--- src/rtl/core/cube_uv_pkg.sv ---
// ----------------------------------------------------------------------------
// cube_uv_pkg
// Shared constants for the cube-map face and (u, v) projection pipeline.
// ----------------------------------------------------------------------------
package cube_uv_pkg;

  // Default widths: component in two's complement, coordinate in Q0.F.
  localparam int COMPONENT_BITS_DEF = 16;
  localparam int FRACTION_BITS_DEF  = 16;

  localparam int FACE_BITS = 3;

  // Face codes.
  localparam logic [FACE_BITS-1:0] FACE_POS_X = 3'd0;
  localparam logic [FACE_BITS-1:0] FACE_NEG_X = 3'd1;
  localparam logic [FACE_BITS-1:0] FACE_POS_Y = 3'd2;
  localparam logic [FACE_BITS-1:0] FACE_NEG_Y = 3'd3;
  localparam logic [FACE_BITS-1:0] FACE_POS_Z = 3'd4;
  localparam logic [FACE_BITS-1:0] FACE_NEG_Z = 3'd5;

endpackage

--- src/rtl/core/cube_direction_to_face_uv.sv ---
// ----------------------------------------------------------------------------
// cube_direction_to_face_uv
// Cube-map face selection and (u, v) projection of a signed direction.
// ----------------------------------------------------------------------------
// Usage:
//   Input channel (in_valid / in_stall) carries one direction beat: dir_x,
//   dir_y, dir_z, two's complement, COMPONENT_BITS wide, any scale.
//   Result channel (out_valid / out_stall) carries one beat per input beat:
//   face code (0=+X 1=-X 2=+Y 3=-Y 4=+Z 5=-Z), coord_u and coord_v in
//   unsigned Q0.FRACTION_BITS (1.0 saturates to all ones) and zero_vector,
//   set with face 0 and zero coordinates when all components are zero.
//   A beat is taken at a rising edge with valid high and stall low.
//   Throughput: one beat per clock while out_stall is low. A beat passes
//   through stage A, stage B, the fraction stages and the output register; the depth is set
//   by the divider: one restoring quotient bit per stage, two lanes (u, v).
//   Stall: while a result waits with out_stall high, the whole pipeline
//   holds and in_stall is raised; nothing is dropped or repeated.
//   Reset (rst_n low, synchronous) clears all stage valid bits; the pipe is
//   empty afterwards and ready in the next cycle.
// ----------------------------------------------------------------------------
module cube_direction_to_face_uv
  import cube_uv_pkg::*;
#(
  parameter int COMPONENT_BITS = COMPONENT_BITS_DEF,
  parameter int FRACTION_BITS  = FRACTION_BITS_DEF
) (
  input  logic                             clk,
  input  logic                             rst_n,
  // direction beats
  input  logic                             in_valid,
  output logic                             in_stall,
  input  logic signed [COMPONENT_BITS-1:0] in_dir_x,
  input  logic signed [COMPONENT_BITS-1:0] in_dir_y,
  input  logic signed [COMPONENT_BITS-1:0] in_dir_z,
  // result beats
  output logic                             out_valid,
  input  logic                             out_stall,
  output logic [FACE_BITS-1:0]             out_face_id,
  output logic [FRACTION_BITS-1:0]         out_coord_u,
  output logic [FRACTION_BITS-1:0]         out_coord_v,
  output logic                             out_zero_vector
);

  localparam int CB = COMPONENT_BITS;
  localparam int FB = FRACTION_BITS;

  // Global advance: the pipe moves unless a result is held by the receiver.
  logic adv;
  logic out_valid_r;

  assign adv      = !(out_valid_r && out_stall);
  assign in_stall = !adv;

  // --------------------------------------------------------------------------
  // Stage A: magnitudes, major axis, face and signed numerators.
  // --------------------------------------------------------------------------
  logic signed [CB:0] ext_x, ext_y, ext_z;
  logic signed [CB:0] abs_x, abs_y, abs_z;
  logic [CB-1:0]      ax, ay, az;
  logic               sel_z, sel_x, is_zero;

  logic               a_valid_r;
  logic [FACE_BITS-1:0] a_face_r, a_face_nxt;
  logic               a_zero_r;
  logic [CB-1:0]      a_m_r, a_m_nxt;
  logic signed [CB:0] a_nu_r, a_nu_nxt;
  logic signed [CB:0] a_nv_r, a_nv_nxt;

  always_comb begin
    ext_x = {in_dir_x[CB-1], in_dir_x};
    ext_y = {in_dir_y[CB-1], in_dir_y};
    ext_z = {in_dir_z[CB-1], in_dir_z};
    abs_x = ext_x[CB] ? -ext_x : ext_x;
    abs_y = ext_y[CB] ? -ext_y : ext_y;
    abs_z = ext_z[CB] ? -ext_z : ext_z;
    // most negative value still fits: magnitude is at most 2^(CB-1)
    ax = abs_x[CB-1:0];
    ay = abs_y[CB-1:0];
    az = abs_z[CB-1:0];
    is_zero = (ax == '0) && (ay == '0) && (az == '0);
    // Z wins all ties with it; an x/y tie goes to X
    sel_z = (az >= ax) && (az >= ay);
    sel_x = (ax >= ay);

    if (sel_z) begin
      a_m_nxt  = az;
      a_nv_nxt = -ext_y;
      if (!ext_z[CB] && (az != '0)) begin
        a_face_nxt = FACE_POS_Z;
        a_nu_nxt   = ext_x;
      end else begin
        a_face_nxt = FACE_NEG_Z;
        a_nu_nxt   = -ext_x;
      end
    end else if (sel_x) begin
      a_m_nxt  = ax;
      a_nv_nxt = -ext_y;
      if (!ext_x[CB]) begin
        a_face_nxt = FACE_POS_X;
        a_nu_nxt   = -ext_z;
      end else begin
        a_face_nxt = FACE_NEG_X;
        a_nu_nxt   = ext_z;
      end
    end else begin
      a_m_nxt  = ay;
      a_nu_nxt = ext_x;
      if (!ext_y[CB]) begin
        a_face_nxt = FACE_POS_Y;
        a_nv_nxt   = ext_z;
      end else begin
        a_face_nxt = FACE_NEG_Y;
        a_nv_nxt   = -ext_z;
      end
    end
  end

  always_ff @(posedge clk) begin
    if (!rst_n) begin
      a_valid_r <= 1'b0;
    end else if (adv) begin
      a_valid_r <= in_valid;
    end
  end

  always_ff @(posedge clk) begin
    if (adv) begin
      a_face_r <= a_face_nxt;
      a_zero_r <= is_zero;
      a_m_r    <= a_m_nxt;
      a_nu_r   <= a_nu_nxt;
      a_nv_r   <= a_nv_nxt;
    end
  end

  // --------------------------------------------------------------------------
  // Stage B: offset numerator (n + m, range 0..2m), integer quotient bit.
  // t = floor((n + m) * 2^F / m) is built one bit a stage; the rounded
  // coordinate is then (t + 1) >> 1.
  // --------------------------------------------------------------------------
  logic signed [CB+1:0] sum_u, sum_v;
  logic [CB:0]          num_u, num_v, m_ext, m_dbl;
  logic [CB:0]          dif_u, dif_v;
  logic                 ib_u, ib_v;

  logic               b_valid_r;
  logic [FACE_BITS-1:0] b_face_r;
  logic               b_zero_r;
  logic [CB-1:0]      b_m_r;
  logic [CB-1:0]      b_ru_r, b_rv_r;
  logic               b_qu_r, b_qv_r;
  logic               b_fullu_r, b_fullv_r;

  always_comb begin
    m_ext = {1'b0, a_m_r};
    m_dbl = {a_m_r, 1'b0};
    sum_u = {a_nu_r[CB], a_nu_r} + {2'b00, a_m_r};
    sum_v = {a_nv_r[CB], a_nv_r} + {2'b00, a_m_r};
    num_u = sum_u[CB:0];
    num_v = sum_v[CB:0];
    ib_u  = (num_u >= m_ext);
    ib_v  = (num_v >= m_ext);
    dif_u = ib_u ? (num_u - m_ext) : num_u;
    dif_v = ib_v ? (num_v - m_ext) : num_v;
  end

  always_ff @(posedge clk) begin
    if (!rst_n) begin
      b_valid_r <= 1'b0;
    end else if (adv) begin
      b_valid_r <= a_valid_r;
    end
  end

  always_ff @(posedge clk) begin
    if (adv) begin
      b_face_r  <= a_face_r;
      b_zero_r  <= a_zero_r;
      b_m_r     <= a_m_r;
      b_ru_r    <= dif_u[CB-1:0];
      b_rv_r    <= dif_v[CB-1:0];
      b_qu_r    <= ib_u;
      b_qv_r    <= ib_v;
      // coordinate exactly 1.0: saturate later
      b_fullu_r <= (num_u == m_dbl);
      b_fullv_r <= (num_v == m_dbl);
    end
  end

  // --------------------------------------------------------------------------
  // Fraction stages: one restoring quotient bit per stage on each lane.
  // --------------------------------------------------------------------------
  logic                 f_valid_r [FB];
  logic [FACE_BITS-1:0] f_face_r  [FB];
  logic                 f_zero_r  [FB];
  logic [CB-1:0]        f_m_r     [FB];
  logic [CB-1:0]        f_ru_r    [FB];
  logic [CB-1:0]        f_rv_r    [FB];
  logic [FB:0]          f_qu_r    [FB];
  logic [FB:0]          f_qv_r    [FB];
  logic                 f_fullu_r [FB];
  logic                 f_fullv_r [FB];

  for (genvar k = 0; k < FB; k++) begin : g_div
    logic                 p_valid;
    logic [FACE_BITS-1:0] p_face;
    logic                 p_zero;
    logic [CB-1:0]        p_m, p_ru, p_rv;
    logic [FB:0]          p_qu, p_qv;
    logic                 p_fullu, p_fullv;
    logic [CB:0]          r2_u, r2_v, dm;
    logic [CB:0]          rn_u, rn_v;
    logic                 ge_u, ge_v;

    if (k == 0) begin : g_first
      assign p_valid = b_valid_r;
      assign p_face  = b_face_r;
      assign p_zero  = b_zero_r;
      assign p_m     = b_m_r;
      assign p_ru    = b_ru_r;
      assign p_rv    = b_rv_r;
      assign p_qu    = {{FB{1'b0}}, b_qu_r};
      assign p_qv    = {{FB{1'b0}}, b_qv_r};
      assign p_fullu = b_fullu_r;
      assign p_fullv = b_fullv_r;
    end else begin : g_next
      assign p_valid = f_valid_r[k-1];
      assign p_face  = f_face_r[k-1];
      assign p_zero  = f_zero_r[k-1];
      assign p_m     = f_m_r[k-1];
      assign p_ru    = f_ru_r[k-1];
      assign p_rv    = f_rv_r[k-1];
      assign p_qu    = f_qu_r[k-1];
      assign p_qv    = f_qv_r[k-1];
      assign p_fullu = f_fullu_r[k-1];
      assign p_fullv = f_fullv_r[k-1];
    end

    always_comb begin
      dm   = {1'b0, p_m};
      r2_u = {p_ru, 1'b0};
      r2_v = {p_rv, 1'b0};
      ge_u = (r2_u >= dm);
      ge_v = (r2_v >= dm);
      rn_u = ge_u ? (r2_u - dm) : r2_u;
      rn_v = ge_v ? (r2_v - dm) : r2_v;
    end

    always_ff @(posedge clk) begin
      if (!rst_n) begin
        f_valid_r[k] <= 1'b0;
      end else if (adv) begin
        f_valid_r[k] <= p_valid;
      end
    end

    always_ff @(posedge clk) begin
      if (adv) begin
        f_face_r[k]  <= p_face;
        f_zero_r[k]  <= p_zero;
        f_m_r[k]     <= p_m;
        f_ru_r[k]    <= rn_u[CB-1:0];
        f_rv_r[k]    <= rn_v[CB-1:0];
        f_qu_r[k]    <= {p_qu[FB-1:0], ge_u};
        f_qv_r[k]    <= {p_qv[FB-1:0], ge_v};
        f_fullu_r[k] <= p_fullu;
        f_fullv_r[k] <= p_fullv;
      end
    end
  end

  // --------------------------------------------------------------------------
  // Output stage: round half up, saturate at one, zero-vector override.
  // --------------------------------------------------------------------------
  logic [FB+1:0]        rnd_u, rnd_v;
  logic [FB:0]          qr_u, qr_v;
  logic [FB-1:0]        cu_nxt, cv_nxt;
  logic [FACE_BITS-1:0] face_nxt;

  logic [FACE_BITS-1:0] out_face_r;
  logic [FB-1:0]        out_u_r, out_v_r;
  logic                 out_zero_r;

  always_comb begin
    rnd_u = {1'b0, f_qu_r[FB-1]} + {{(FB+1){1'b0}}, 1'b1};
    rnd_v = {1'b0, f_qv_r[FB-1]} + {{(FB+1){1'b0}}, 1'b1};
    qr_u  = rnd_u[FB+1:1];
    qr_v  = rnd_v[FB+1:1];
    cu_nxt = (f_fullu_r[FB-1] || qr_u[FB]) ? {FB{1'b1}} : qr_u[FB-1:0];
    cv_nxt = (f_fullv_r[FB-1] || qr_v[FB]) ? {FB{1'b1}} : qr_v[FB-1:0];
    face_nxt = f_face_r[FB-1];
    if (f_zero_r[FB-1]) begin
      cu_nxt   = '0;
      cv_nxt   = '0;
      face_nxt = FACE_POS_X;
    end
  end

  always_ff @(posedge clk) begin
    if (!rst_n) begin
      out_valid_r <= 1'b0;
    end else if (adv) begin
      out_valid_r <= f_valid_r[FB-1];
    end
  end

  always_ff @(posedge clk) begin
    if (adv) begin
      out_face_r <= face_nxt;
      out_u_r    <= cu_nxt;
      out_v_r    <= cv_nxt;
      out_zero_r <= f_zero_r[FB-1];
    end
  end

  assign out_valid       = out_valid_r;
  assign out_face_id     = out_face_r;
  assign out_coord_u     = out_u_r;
  assign out_coord_v     = out_v_r;
  assign out_zero_vector = out_zero_r;

endmodule
--- config.mk ---
export PLATFORM = sky130hd
export DESIGN_NAME = cube_direction_to_face_uv
export DESIGN_NICKNAME = d
export VERILOG_FILES = /design/src/rtl/core/cube_uv_pkg.sv /design/src/rtl/core/cube_direction_to_face_uv.sv
export SDC_FILE = /design/constraint.sdc
export NUM_CORES = 2
export LEC_CHECK = 0
export ABC_AREA = 1
export ABC_CLOCK_PERIOD_IN_PS = 39000
export BUFFER_PORTS_ARGS = -buffer_cell sky130_fd_sc_hd__buf_2
export CAP_MARGIN = 20
export CORE_ASPECT_RATIO = 0.6
export CORE_MARGIN = 1.5
export CORE_UTILIZATION = 30
export DETAILED_ROUTE_END_ITERATION = 10
export GPL_ROUTABILITY_DRIVEN = 1
export PLACE_DENSITY = 0.49
export SYNTH_ARGS = -nofsm -noshare
export SYNTH_HDL_FRONTEND = slang
export SYNTH_SLANG_ARGS = --single-unit
--- constraint.sdc ---
create_clock -name clk -period 39 [get_ports clk]
set_input_delay 3.9 -clock clk [delete_from_list [all_inputs] [get_ports clk]]
set_output_delay 3.9 -clock clk [all_outputs]
set_load 0.02 [all_outputs]
==> run summary <==
status: completed
Seq/Total Area, Yosys: 0.5149
largest area contributor in the netlist: edfxtp_1
Die X: 647.9 um
slew margin rel.: 0.2750
max-cap viol count: 0
HP Class: register to register
Global Route Usage Sum: 0.1862
Mean Syn Cell Area: 9.684 um2
GPL Wtd Cong: 0.9332
final slew viol count: 0
period utilization: 0.2203
Final Skew: 0.06693 ns
hold_buf cts: 0
most used cell, CP: buf_2
post-layout util: 0.3388
die height: 390.0 um
share of flip-flops with an asynchronous set or reset: 0
post-route ant nets: 0
CP Capture Type: primary output
Post-CTS Resized: 0
clock root cell: clkbuf_16
Worst-Margin Slew: 1.076 ns
Starting Density: 0.3029
Critical Path Fanout Max: 73
signal arrival time at the worst endpoint: 4.69 ns
CTS H-tree depth: 4
Final nets: 8590
TritonRoute pass-1 iters: 6
critical path startpoint category: primary input
Total Routed Length: 239800 um
initial antenna violation count: 16
setup bufs post-CTS: 0
Crit path largest cell delay: 0.36 ns
Std-Cell Rows: 141
vias in the first global route: 51450
Post-Syn Area: 74870 um2
io pins: 90
RSZ-0062 raised after global routing: false
# port buffers: 89
CTS Buffer Depth: 4
Detailed Route Iter0 Violations: 6336
Synth Instances: 7731
FF+latch count, synth: 1285
Remaining Overflow, GRT: 0
CTS buffer count: 143
share of cells above drive strength 1: 0.05464
post-synth net total: 8445
Post-synth top flop: edfxtp_1
setup_tns: 0 ns
Clock Sinks: 1285
Final Hold Fails: 0
DR vias/cell: 4.980
CP cell instances: buf_2 > nand2_8 > inv_1 > buf_2
CP max-delay cell: nand2_8
top post-synthesis cells by area: edfxtp_1, ha_1, nand2_1
CTS tree: yes
Unique masters post-synth: 51
f_max: 116.4 MHz
Area Growth Syn to Fin: 11.86%
Ys Warns: 0
worst-skew pair later-pin latency: 0.83 ns
largest net degree at the start of global routing: 86
Yosys top cell area share: 0.5138
Final Setup Violations: 0
r2r setup slk: 33.18 ns
EDFF count, synth: 1281
Worst-path clk slew: 0.06 ns
via count: 56130
worst endpoint required time: 35.10 ns
Routed WL per cell: 21.27 um
Setup CP Type: primary input to primary output
Die ar.: 252700 um2
dpl hpwl: 189900 um
crit path time final: 8.591 ns
DRC viols: 0
first-pass GRT wire length: 349900 um
Core Box Area: 247200 um2
[state kept, by name, indices dropped and copies added (netlist names), 17 cells and up]
register and flops:
f_qv_r 152, f_m_r 240, a_nv_r 17, f_ru_r 240, f_rv_r 240, f_qu_r 152
f_face_r 48, a_nu_r 17
[Yosys cell counts, types with 4 or more instances]
| library cell | number |
|---|---|
| a311oi_1 | 5 |
| xnor2_1 | 226 |
| nand3_1 | 353 |
| a21boi_0 | 15 |
| o21ai_0 | 674 |
| nor3_1 | 66 |
| a21oi_1 | 492 |
| fa_1 | 34 |
| nor2_4 | 5 |
| inv_1 | 790 |
| ha_1 | 628 |
| a211oi_1 | 13 |
| or2_2 | 55 |
| edfxtp_1 | 1281 |
| nand2_1 | 1868 |
| nor2_1 | 439 |
| a31o_2 | 7 |
| dfxtp_1 | 4 |
| nand2_2 | 23 |
| nand3b_1 | 20 |
| xnor3_1 | 5 |
| o211ai_1 | 53 |
| xor2_1 | 223 |
| clkinv_1 | 16 |
| o21ai_1 | 14 |
| buf_2 | 48 |
| o21bai_1 | 6 |
| a21o_1 | 113 |
| nor2_2 | 5 |
| nor4_1 | 34 |
| clkbuf_1 | 62 |
| nand4_1 | 96 |
| a31oi_1 | 21 |
| buf_1 | 5 |
| buf_4 | 4 |
[logic make-up (layout without fill, tap and decap cells)]
kind of cell    after synthesis  in the layout  synth area share
buf+inv                     928           1176           0.04775
other cells                   0              3                 0
xor+xnor                    455            455           0.05425
simple gates               2975           2975            0.1656
fa+ha+maj                   662            662            0.1140
flops                      1285           1285            0.5149
compound gates             1426           1426            0.1035
[area by class of cell]
class,instances,area (um2)
timing repair buffer,120,701.9
antenna,3,7.507
multi-input combinational,5518,32770
sequential,1285,38550
fill,25010,163400
tap,3289,4115
inverter,808,3033
clock inverter,82,822.0
clock buffer,166,3750
[metrics by stage]
stage | setup WS (ns) | instances | hold slack [ns] | area, um2
2_1_floorplan | 13.44 | 7731 | 0.4003 | 74870
3_3_place_gp | 29.82 | 11020 | 0.4003 | 79130
3_5_place_dp | 29.87 | 11020 | 0.4045 | 79130
4_1_cts | 30.30 | 11270 | 0.4004 | 83700
5_1_grt | 30.24 | 11270 | 0.4081 | 83740
6_report | 30.41 | 11270 | 0.3935 | 83750
[layout by cell type (no fill, tap or decap), drive strengths merged, types with 15 or more instances in the layout]
| master | Yosys | routed |
|---|---|---|
| a21boi | 15 | 15 |
| a21o | 113 | 113 |
| a21oi | 492 | 492 |
| a31oi | 21 | 21 |
| buf | 58 | 120 |
| clkbuf | 62 | 166 |
| clkinv | 16 | 68 |
| edfxtp | 1281 | 1281 |
| fa | 34 | 34 |
| ha | 628 | 628 |
| inv | 792 | 799 |
| nand2 | 1893 | 1893 |
| nand3 | 357 | 357 |
| nand3b | 20 | 20 |
| nand4 | 96 | 96 |
| nor2 | 449 | 449 |
| nor3 | 66 | 66 |
| nor4 | 34 | 34 |
| o211ai | 53 | 53 |
| o21ai | 691 | 691 |
| or2 | 58 | 58 |
| xnor2 | 226 | 226 |
| xor2 | 224 | 224 |
[worst paths after layout]
path | start | to | cells after the start
worst max register to register | a_m_r[0] | b_rv_r[10] | 21
worst max-delay path | out_stall | in_stall | 4
worst min-delay path | f_qv_r[5][8] | f_qv_r[5][26] | 0
worst min register to register | f_qv_r[5][8] | f_qv_r[5][26] | 0
[metal layers]
metal | vias up | wire [um] | GRT usage
met5 | - | 12 | 0
met4 | 2 | 3323 | 0.02872
met3 | 202 | 19310 | 0.03309
met2 | 1861 | 83140 | 0.2249
met1 | 26940 | 134000 | 0.3270
li1 | 27120 | - | -
[critical path, delay by kind of cell]
| kind | cells | cell delay, ns |
|---|---|---|
| buffers and inverters | 3 | 0.43 |
| and+or+nand+nor | 1 | 0.36 |
Power is not shown: default switching activity piles up to over one toggle a cycle in this logic, so the estimate is an artifact.
